## src/hdl/rpl_pkg.sv

```systemverilog
// Types and constants of the range pair list parser.
// No dependencies; imported by every module of the block.
`default_nettype none

package rpl_pkg;

    localparam int VALUE_WIDTH = 31;
    localparam int COUNT_WIDTH = 16;
    localparam int CHAR_WIDTH  = 8;

    localparam logic [CHAR_WIDTH-1:0] CHAR_ZERO = 8'h30;
    localparam logic [CHAR_WIDTH-1:0] CHAR_NINE = 8'h39;

    localparam logic [CHAR_WIDTH-1:0] ELEMENT_SEP_RESET = 8'd45;
    localparam logic [CHAR_WIDTH-1:0] PAIR_SEP_RESET    = 8'd59;

    // Configuration register indexes
    localparam logic REG_ELEMENT_SEP = 1'b0;
    localparam logic REG_PAIR_SEP    = 1'b1;

    typedef struct packed {
        logic [CHAR_WIDTH-1:0] symbol;
        logic                  has_symbol;
        logic                  last;
    } in_item_t;

    typedef struct packed {
        logic [VALUE_WIDTH-1:0] first_value;
        logic [VALUE_WIDTH-1:0] second_value;
        logic                   pair_ready;
        logic                   list_done;
        logic                   list_ok;
        logic [COUNT_WIDTH-1:0] pair_total;
    } out_item_t;

endpackage

`default_nettype wire

```

## src/hdl/rpl_parser.sv

```systemverilog
// Parse state of the range pair list parser: phase, accumulators, error mark
// and pair count, with the per-character result. Depends on rpl_pkg.
`default_nettype none

module rpl_parser
    import rpl_pkg::*;
(
    input  wire logic                  aclk,
    input  wire logic                  aresetn,
    input  wire logic                  accept,
    input  wire in_item_t              item,
    input  wire logic [CHAR_WIDTH-1:0] element_sep,
    input  wire logic [CHAR_WIDTH-1:0] pair_sep,
    output out_item_t                  res,
    output logic                       res_valid
);

    typedef enum logic [1:0] {
        PH_FIRST_START,
        PH_FIRST_DIGITS,
        PH_SECOND_START,
        PH_SECOND_DIGITS
    } phase_t;

    localparam int WIDE = VALUE_WIDTH + 4;

    phase_t                 phase_reg,  phase_next;
    logic [VALUE_WIDTH-1:0] first_reg,  first_next;
    logic [VALUE_WIDTH-1:0] second_reg, second_next;
    logic                   error_reg,  error_next;
    logic [COUNT_WIDTH-1:0] count_reg,  count_next;

    logic       is_digit;
    logic [3:0] digit;

    // acc * 10 + d, held at all ones once it would pass the value width
    function automatic logic [VALUE_WIDTH-1:0] accumulate(
        input logic [VALUE_WIDTH-1:0] acc,
        input logic [3:0]             d
    );
        logic [WIDE-1:0] wide_acc;
        logic [WIDE-1:0] sum;
        wide_acc = {4'b0, acc};
        sum = (wide_acc << 3) + (wide_acc << 1) + {{(WIDE-4){1'b0}}, d};
        if (sum[WIDE-1:VALUE_WIDTH] != '0) begin
            return '1;
        end
        return sum[VALUE_WIDTH-1:0];
    endfunction

    function automatic logic [COUNT_WIDTH-1:0] bump(input logic [COUNT_WIDTH-1:0] c);
        return (c == '1) ? c : c + 1'b1;
    endfunction

    assign is_digit = (item.symbol >= CHAR_ZERO) && (item.symbol <= CHAR_NINE);
    assign digit    = item.symbol[3:0] - CHAR_ZERO[3:0];

    always_comb begin
        phase_next  = phase_reg;
        first_next  = first_reg;
        second_next = second_reg;
        error_next  = error_reg;
        count_next  = count_reg;
        res         = '0;

        if (item.has_symbol && !error_reg) begin
            unique case (phase_reg) inside
                PH_FIRST_START, PH_FIRST_DIGITS: begin
                    if (is_digit) begin
                        first_next = accumulate(first_reg, digit);
                        phase_next = PH_FIRST_DIGITS;
                    end else if (phase_reg == PH_FIRST_DIGITS && item.symbol == element_sep) begin
                        phase_next = PH_SECOND_START;
                    end else begin
                        error_next = 1'b1;
                    end
                end
                PH_SECOND_START, PH_SECOND_DIGITS: begin
                    if (is_digit) begin
                        second_next = accumulate(second_reg, digit);
                        phase_next  = PH_SECOND_DIGITS;
                    end else if (phase_reg == PH_SECOND_DIGITS && item.symbol == pair_sep) begin
                        res.pair_ready   = 1'b1;
                        res.first_value  = first_reg;
                        res.second_value = second_reg;
                        count_next       = bump(count_reg);
                        first_next       = '0;
                        second_next      = '0;
                        phase_next       = PH_FIRST_START;
                    end else begin
                        error_next = 1'b1;
                    end
                end
                default: begin
                    error_next = 1'b1;
                end
            endcase
        end

        if (item.last) begin
            res.list_done = 1'b1;
            if (!error_next) begin
                // a second number in progress closes the final pair
                if (phase_next == PH_SECOND_DIGITS) begin
                    res.pair_ready   = 1'b1;
                    res.first_value  = first_next;
                    res.second_value = second_next;
                    count_next       = bump(count_next);
                    res.list_ok      = 1'b1;
                end else if (phase_next == PH_FIRST_START && count_next != '0) begin
                    res.list_ok = 1'b1;
                end
            end
        end

        res.pair_total = count_next;

        // end of list: start the next one afresh
        if (item.last) begin
            phase_next  = PH_FIRST_START;
            first_next  = '0;
            second_next = '0;
            error_next  = 1'b0;
            count_next  = '0;
        end
    end

    assign res_valid = res.pair_ready || res.list_done;

    always_ff @(posedge aclk) begin
        if (!aresetn) begin
            phase_reg  <= PH_FIRST_START;
            first_reg  <= '0;
            second_reg <= '0;
            error_reg  <= 1'b0;
            count_reg  <= '0;
        end else if (accept) begin
            phase_reg  <= phase_next;
            first_reg  <= first_next;
            second_reg <= second_next;
            error_reg  <= error_next;
            count_reg  <= count_next;
        end
    end

endmodule

`default_nettype wire

```

## src/hdl/range_pair_list_parser_top.sv

```systemverilog
// Range pair list parser: top level with configuration registers and the
// two-entry result buffer. Depends on rpl_pkg and rpl_parser.
//
// Usage:
//   s_valid/s_ready/s_data carry one character of a pair list per transfer,
//   with has_symbol and last flags. m_valid/m_ready/m_data carry a result
//   when a pair completes or the list ends (at most one per character).
//   cfg_we/cfg_index/cfg_data write the element separator (index 0) and the
//   pair separator (index 1); write only while the block is idle.
// Result path: the result of a transferred character is registered in the main
//   register that drives m_data, or in the skid register while the output stalls.
// Throughput: one character per cycle while s_ready is high; the
//   multiply-by-ten accumulate and phase update are combinational.
// Stall: a result that arrives while the output is stalled goes to a skid
//   register, so characters are still taken; s_ready drops only while the skid
//   register is full, and rises again when the receiver takes a result.
// Reset: aresetn (synchronous, active low) empties the result buffer,
//   returns the parser to the start of a list and restores the separators
//   to '-' and ';'.
`default_nettype none

module range_pair_list_parser_top
    import rpl_pkg::*;
(
    input  wire logic                  aclk,
    input  wire logic                  aresetn,

    input  wire logic                  s_valid,
    output logic                       s_ready,
    input  wire in_item_t              s_data,

    output logic                       m_valid,
    input  wire logic                  m_ready,
    output out_item_t                  m_data,

    input  wire logic                  cfg_we,
    input  wire logic                  cfg_index,
    input  wire logic [CHAR_WIDTH-1:0] cfg_data
);

    logic [CHAR_WIDTH-1:0] element_sep_reg;
    logic [CHAR_WIDTH-1:0] pair_sep_reg;

    out_item_t main_reg, main_next;
    out_item_t skid_reg, skid_next;
    logic      m_valid_reg, m_valid_next;
    logic      skid_valid_reg, skid_valid_next;

    out_item_t res;
    logic      res_valid;
    logic      accept;
    logic      push;
    logic      pop;

    assign s_ready = !skid_valid_reg;
    assign accept  = s_valid && s_ready;
    assign push    = accept && res_valid;
    assign pop     = m_valid_reg && m_ready;

    assign m_valid = m_valid_reg;
    assign m_data  = main_reg;

    rpl_parser u_parser (
        .aclk        (aclk),
        .aresetn     (aresetn),
        .accept      (accept),
        .item        (s_data),
        .element_sep (element_sep_reg),
        .pair_sep    (pair_sep_reg),
        .res         (res),
        .res_valid   (res_valid)
    );

    always_ff @(posedge aclk) begin
        if (!aresetn) begin
            element_sep_reg <= ELEMENT_SEP_RESET;
            pair_sep_reg    <= PAIR_SEP_RESET;
        end else if (cfg_we) begin
            unique case (cfg_index)
                REG_ELEMENT_SEP: element_sep_reg <= cfg_data;
                REG_PAIR_SEP:    pair_sep_reg    <= cfg_data;
                default:         ;
            endcase
        end
    end

    always_comb begin
        main_next       = main_reg;
        skid_next       = skid_reg;
        m_valid_next    = m_valid_reg;
        skid_valid_next = skid_valid_reg;
        if (pop) begin
            if (skid_valid_reg) begin
                // advance the skid entry; no transfer in while it was full
                main_next       = skid_reg;
                skid_valid_next = 1'b0;
            end else if (push) begin
                main_next = res;
            end else begin
                m_valid_next = 1'b0;
            end
        end else if (push) begin
            if (!m_valid_reg) begin
                main_next    = res;
                m_valid_next = 1'b1;
            end else begin
                skid_next       = res;
                skid_valid_next = 1'b1;
            end
        end
    end

    always_ff @(posedge aclk) begin
        if (!aresetn) begin
            m_valid_reg    <= 1'b0;
            skid_valid_reg <= 1'b0;
        end else begin
            m_valid_reg    <= m_valid_next;
            skid_valid_reg <= skid_valid_next;
        end
    end

    always_ff @(posedge aclk) begin
        main_reg <= main_next;
        skid_reg <= skid_next;
    end

endmodule

`default_nettype wire

```

## config.mk

```make
export PLATFORM = sky130hd
export DESIGN_NAME = range_pair_list_parser_top
export DESIGN_NICKNAME = d
export VERILOG_FILES = /design/src/hdl/rpl_pkg.sv /design/src/hdl/rpl_parser.sv /design/src/hdl/range_pair_list_parser_top.sv
export SDC_FILE = /design/constraint.sdc
export NUM_CORES = 1
export LEC_CHECK = 0
export ABC_AREA = 1
export BUFFER_PORTS_ARGS = -buffer_cell sky130_fd_sc_hd__buf_4
export CAP_MARGIN = 0
export CORE_ASPECT_RATIO = 1.25
export CORE_MARGIN = 2
export CORE_UTILIZATION = 45
export CTS_BUF_LIST = sky130_fd_sc_hd__clkbuf_8
export DETAILED_ROUTE_END_ITERATION = 10
export GPL_TIMING_DRIVEN = 0
export PLACE_DENSITY = 0.71
export SLEW_MARGIN = 10
export SYNTH_ARGS = -nofsm -noshare
export SYNTH_HDL_FRONTEND = slang
export SYNTH_SLANG_ARGS = --single-unit
```

## constraint.sdc

```tcl
create_clock -name aclk -period 9.6 [get_ports aclk]
set_clock_uncertainty 0.05 [all_clocks]
set_input_delay 0.96 -clock aclk [delete_from_list [all_inputs] [get_ports aclk]]
set_output_delay 0.96 -clock aclk [all_outputs]
set_load 0.005 [all_outputs]
```

=== Word-level counts from Yosys, hierarchy flattened ===
Cells that the tools add are included.

* Word-level logic and storage cells: 136
* Input bits: 24
* Bits in registers: 261

* Mux-type cells: 66
* Order comparisons: 2
* $add $sub $neg: 6
* Equality and inequality tests: 11
* Reductions and logical operators: 27
* Bitwise logic cells: 3

{| class="wikitable"
|+ Operators with widths
! operator !! number
|-
| 31-bit 2-to-1 mux || 14
|-
| 81-bit 2-to-1 mux || 5
|-
| 63-bit 2-to-1 mux || 6
|-
| 16-bit 2-to-1 mux || 10
|-
| 34-bit by 32-bit adder with 35-bit output || 2
|-
| 35-bit by 4-bit adder with 35-bit output || 2
|-
| 65-bit 2-to-1 mux || 1
|-
| 31-bit case mux with 2 select lines || 1
|-
| 16-bit by 1-bit adder with 16-bit output (second input constant) || 2
|-
| 16-bit == test (second input constant) || 2
|-
| 1-bit 2-to-1 mux || 21
|-
| 8-bit == test || 2
|-
| 16-bit nonzero test || 1
|-
| 2-bit 2-to-1 mux || 6
|-
| 3-bit AND reduction || 3
|-
| 8-bit by 6-bit >= comparator with 1-bit output (second input constant) || 1
|-
| 8-bit by 6-bit less-or-equal comparator with 1-bit output (second input constant) || 1
|-
| 1-bit logical AND || 8
|-
| 4-bit nonzero test || 2
|-
| 2-bit == test (second input constant) || 3
|-
| 2-bit AND reduction || 3
|-
| 2-bit OR reduction || 3
|-
| 2-bit logical NOT || 2
|-
| 2-bit inequality test (second input constant) || 2
|-
| 8 further kinds || 12
|}

=== Logic depth before layout (Yosys ltp) ===
* Depth after elaboration: 19
* Gate-level depth with buffers: 22

=== Hierarchy ===
A second synthesis with hierarchy kept.

* Cells, all modules: 2553
* Area, all modules: 18320.1 um^2

{| class="wikitable"
|+ By module, submodules not included
! module !! cells each !! times used !! area each (um^2) !! sequential area each (um^2)
|-
| rpl_parser || 2016 || 1 || 11397.2 || 1621.6
|-
| range_pair_list_parser_top || 537 || 1 || 6922.9 || 5225.0
|}

=== Worst setup path before layout ===
No wires, ideal clock.

* Path type: input -> register
* From: input s_data[9] (netlist name)
* To: register main_reg, in the netlist m_data[0] (enable)
* Buffers on the path: 0
* Setup time: 0.521 ns
* Path slack: 3.601 ns
* Arrival time: 5.428 ns
* Cell stages on the path: 11
* Path through: inv_1 -> nand2_1 -> nor2_1 -> nand2_2 -> nand2_2 -> nor3_4 -> inv_2 -> a21oi_1 -> inv_1 -> ha_1 -> nor2_1

* Longest elaborated chain between the ends: 14
* Elaborated cells on any way between the ends: 32

{| class="wikitable"
|+ RTL lines
! element !! line !! source
|-
| start, declared || range_pair_list_parser_top.sv:30 || <nowiki>input wire in_item_t s_data,</nowiki>
|-
| parallel branches: the longest is 9 deep, another holds 8-bit by 6-bit >= comparator with 1-bit output || - ||
|-
| 65-bit 2-to-1 mux * || rpl_parser.sv:100 || <nowiki>if (item.last) begin</nowiki>
|-
| 1-bit logical OR * || rpl_parser.sv:128 || <nowiki>assign res_valid = res.pair_ready || res.list_done;</nowiki>
|-
| 1-bit logical AND * || range_pair_list_parser_top.sv:57 || <nowiki>assign push = accept && res_valid;</nowiki>
|-
| 2-bit nonzero test (no source line) || - ||
|-
| 3-bit AND reduction (no source line) * || - ||
|-
| end signal, assigned || range_pair_list_parser_top.sv:124 || <nowiki>main_reg <= main_next;</nowiki>
|-
| end, declared || range_pair_list_parser_top.sv:44 || <nowiki>out_item_t main_reg, main_next;</nowiki>
|}

Mark *: on every way between the ends.
A chain may end at the register's enable or synchronous reset.

==> summary.txt <==
status = complete, no violations
CTS root buffer = clkbuf_8
warnings from Yosys = 0
Pre-antenna DRT Iters = 6
top_reg_cell synth = edfxtp_1
post-synth top area cell = edfxtp_1
sequential area share after synthesis = 40.5%
worst slew pin tran = 1.28 ns
clock slew at reported path FFs = 0.06 ns
first-pass GRT wire length = 73600 um
CP Cell Sequence = buf_4 -> ha_1 -> ha_1 -> fa_1 -> nand3_1 -> nand2_1 -> a21boi_1 -> o21ai_1 -> nand4_1 -> nand2_1 -> xor2_1 -> nor2_1 -> nand2_1 -> buf_2 -> buf_2 -> o21ai_1 -> nand2_1 -> nand2_1 -> nand2_1 -> nand2_1 -> nand2_1
number of I/O pins = 107
# diodes = 0
Synth top area share = 28.8%
Crit. Startpoint = s_data[4]
VDD IR max = 0.0000849 V
relative slew slack = 14.4%
Post-synth EDFFs = 162
CP startpoint kind = input port
detailed-route via count = 15500
Final Util = 51.8%
post-CTS setup buffer count = 0
CP most frequent cell = nand2_1
top-count cell post-synth = nand2_1
slowest library cell on the worst path = fa_1
CTS tree = built
number of buffers created by CTS = 43
Reg2Reg Depth = 19
Worst Path Arrival = 4.44 ns
Hold Path Class = flip-flop to flip-flop
Routed met1 length = 19400 um
largest net degree at the start of global routing = 33
Commonest cells post-synth = 911 x nand2_1, 177 x a21oi_1, 162 x edfxtp_1, 157 x nor2_1, 145 x inv_1
Antenna Nets Post-Route = 0
Max Slew Vio Count = 0
die footprint = 39200 um^2
worst skew pair latency = 0.60 ns
initial antenna violation count = 0
HP Start = pair_sep_reg[6]
area of the multi-input gates = 9200 um^2
Synth async-reset ratio = 0%
# port buffers = 105
Placed Instance Area = 18400 um^2
FF-to-FF End = m_data[49]
Power Density = 121 nW/um^2
cell leakage power = 8.83 nW
CORE AREA = 37200 um^2
register area = 6850 um^2
final RePlAce weighted congestion = 0.937
FF+latch count, synth = 261
First DRT Iteration DRCs = 891
# setup viols final = 0
Hold Fails Final Rpt = 0
DR top layer = met4
crit path time final = 4.15 ns
worst reg2reg setup slack = 5.53 ns
num rows = 79
crit share post-route = 43.3%
hold slack = 0.422 ns
P&R area growth vs syn = 13.9%
Hold-fix buffers, CTS = 0
H-tree Lvls = 2
HPWL Detailed = 35500 um
remaining global-route overflow = 0
number of fill cells = 3711
largest cells by area after synthesis = edfxtp_1 29%, nand2_1 20%, dfxtp_1 12%, ha_1 9.3%, a21oi_1 5.2%
post_cts resized = 0
hold path endpoint = pair_sep_reg[6]
Slowest Stage Delay on Critical Path = 0.47 ns
Crit Reg-Reg Startpoint = u_parser.second_reg[0]
GR Util All Layers = 23.5%
crit path kind = input port to flip-flop
Peak Freq = 241 MHz
final net count = 2599
Inst Count DP = 2886
chip width = 177 um
Max clock buf depth = 3
Avg Inst Size Synth = 7.39 um^2
RSZ-0062 raised after global routing = false
CP max FO = 10
Max Cap Viol = 0
CP required = 9.89 ns
fin area = 19300 um^2
clock sink count = 261
hold depth = 2
Mapped Nets = 2445
vias in the first global route = 14900
Die Ht = 221 um
routed len/inst = 15.5 um
CP Capture Type = flip-flop
Starting Density = 45.5%
Post-Route Setup TNS = 0 ns
final cell count without fillers = 2966
metal2 WL = 22800 um
Vias per Instance = 5.22
distinct cell type count after synthesis = 47
post-route DRC violation count = 0
WL final = 46100 um
met3 wire length = 2180 um
Synth Instances = 2291
share of cells above drive strength 1 = 9.03%
Post-Syn Area = 16900 um^2
[worst max-delay path by stage]
stage,endpoint,slack (ns)
after CTS,m_data[49],5.47
final,m_data[49],5.45
after global placement,skid_reg[33],1.35
after detailed placement,m_data[56],4.85
after floorplan,m_data[0],3.60
after global routing,m_data[49],5.10
[critical path, delay by kind of cell]
kind                       cells  cell delay (ns)
buffers and inverters          3             0.55
and+or+nand+nor               11             1.13
xor gates and xnor gates       1             0.14
adders and majority gates      3             0.99
AOI/OAI and AO/OA              3             0.64
[through the flow]
stage               power, W  setup WS, ns
finish               0.00234          5.45
global placement     0.00138          1.35
floorplan            0.00131          3.60
CTS                  0.00236          5.47
detailed placement   0.00138          4.85
global route         0.00242          5.10
[where the power goes]
group	internal, W	switching [W]
clock	0.000508	0.000471
combinational	0.0000469	0.0000936
sequential	0.00121	0.00000951
total	0.00176	0.000574
[placed cells by master (no fill, tap or decap), types with 5 or more instances in the layout]
cell type / Yosys / routed
nor2_4: 4 / 6
nand4_1: 23 / 23
clkbuf_8: 0 / 47
nor2_2: 9 / 10
nor2_1: 157 / 154
nand3b_1: 8 / 8
o21ai_0: 124 / 124
clkinvlp_4: 0 / 5
o21bai_1: 5 / 5
a21oi_1: 177 / 177
inv_1: 145 / 159
xor2_1: 37 / 37
edfxtp_1: 162 / 162
ha_1: 126 / 126
a21o_1: 7 / 7
inv_2: 6 / 6
xnor2_1: 19 / 19
buf_2: 7 / 7
or2_2: 9 / 9
clkinv_2: 0 / 7
clkbuf_1: 69 / 69
nand3_1: 66 / 66
nand2_2: 5 / 5
o211ai_1: 11 / 11
buf_4: 0 / 105
dfxtp_1: 99 / 99
o21a_1: 6 / 6
nand2_1: 911 / 911
o21ai_1: 41 / 41
clkinv_1: 2 / 7
nor3_1: 13 / 13
[cell type report]
type                    count  area share, %
inverters                 153           2.98
well taps                 486           3.16
clock inverters            33           1.06
repair buffers            109           4.51
plain buffers              81           1.66
flip-flops and latches    261           35.5
clock buffers              47           3.36
multi-input cells        1796           47.7
[cell families after synthesis]
logic type,synth area share (%)
flip-flops,40.5
buffers and inverters,5.29
AND/OR/NAND/NOR,29.0
AO/OA/AOI/OAI,12.4
XOR/XNOR,3.09
adder cells (fa/ha/maj),9.79
[metal layers]
| metal | vias up | global-route usage, % |
|---|---|---|
| li1 | 7914 | - |
| met1 | 7061 | 28.3 |
| met4 | 0 | 9.86 |
| met3 | 117 | 2.85 |
| met2 | 391 | 42.2 |
| met5 | - | 0 |
(Power assumes the default switching activity.)
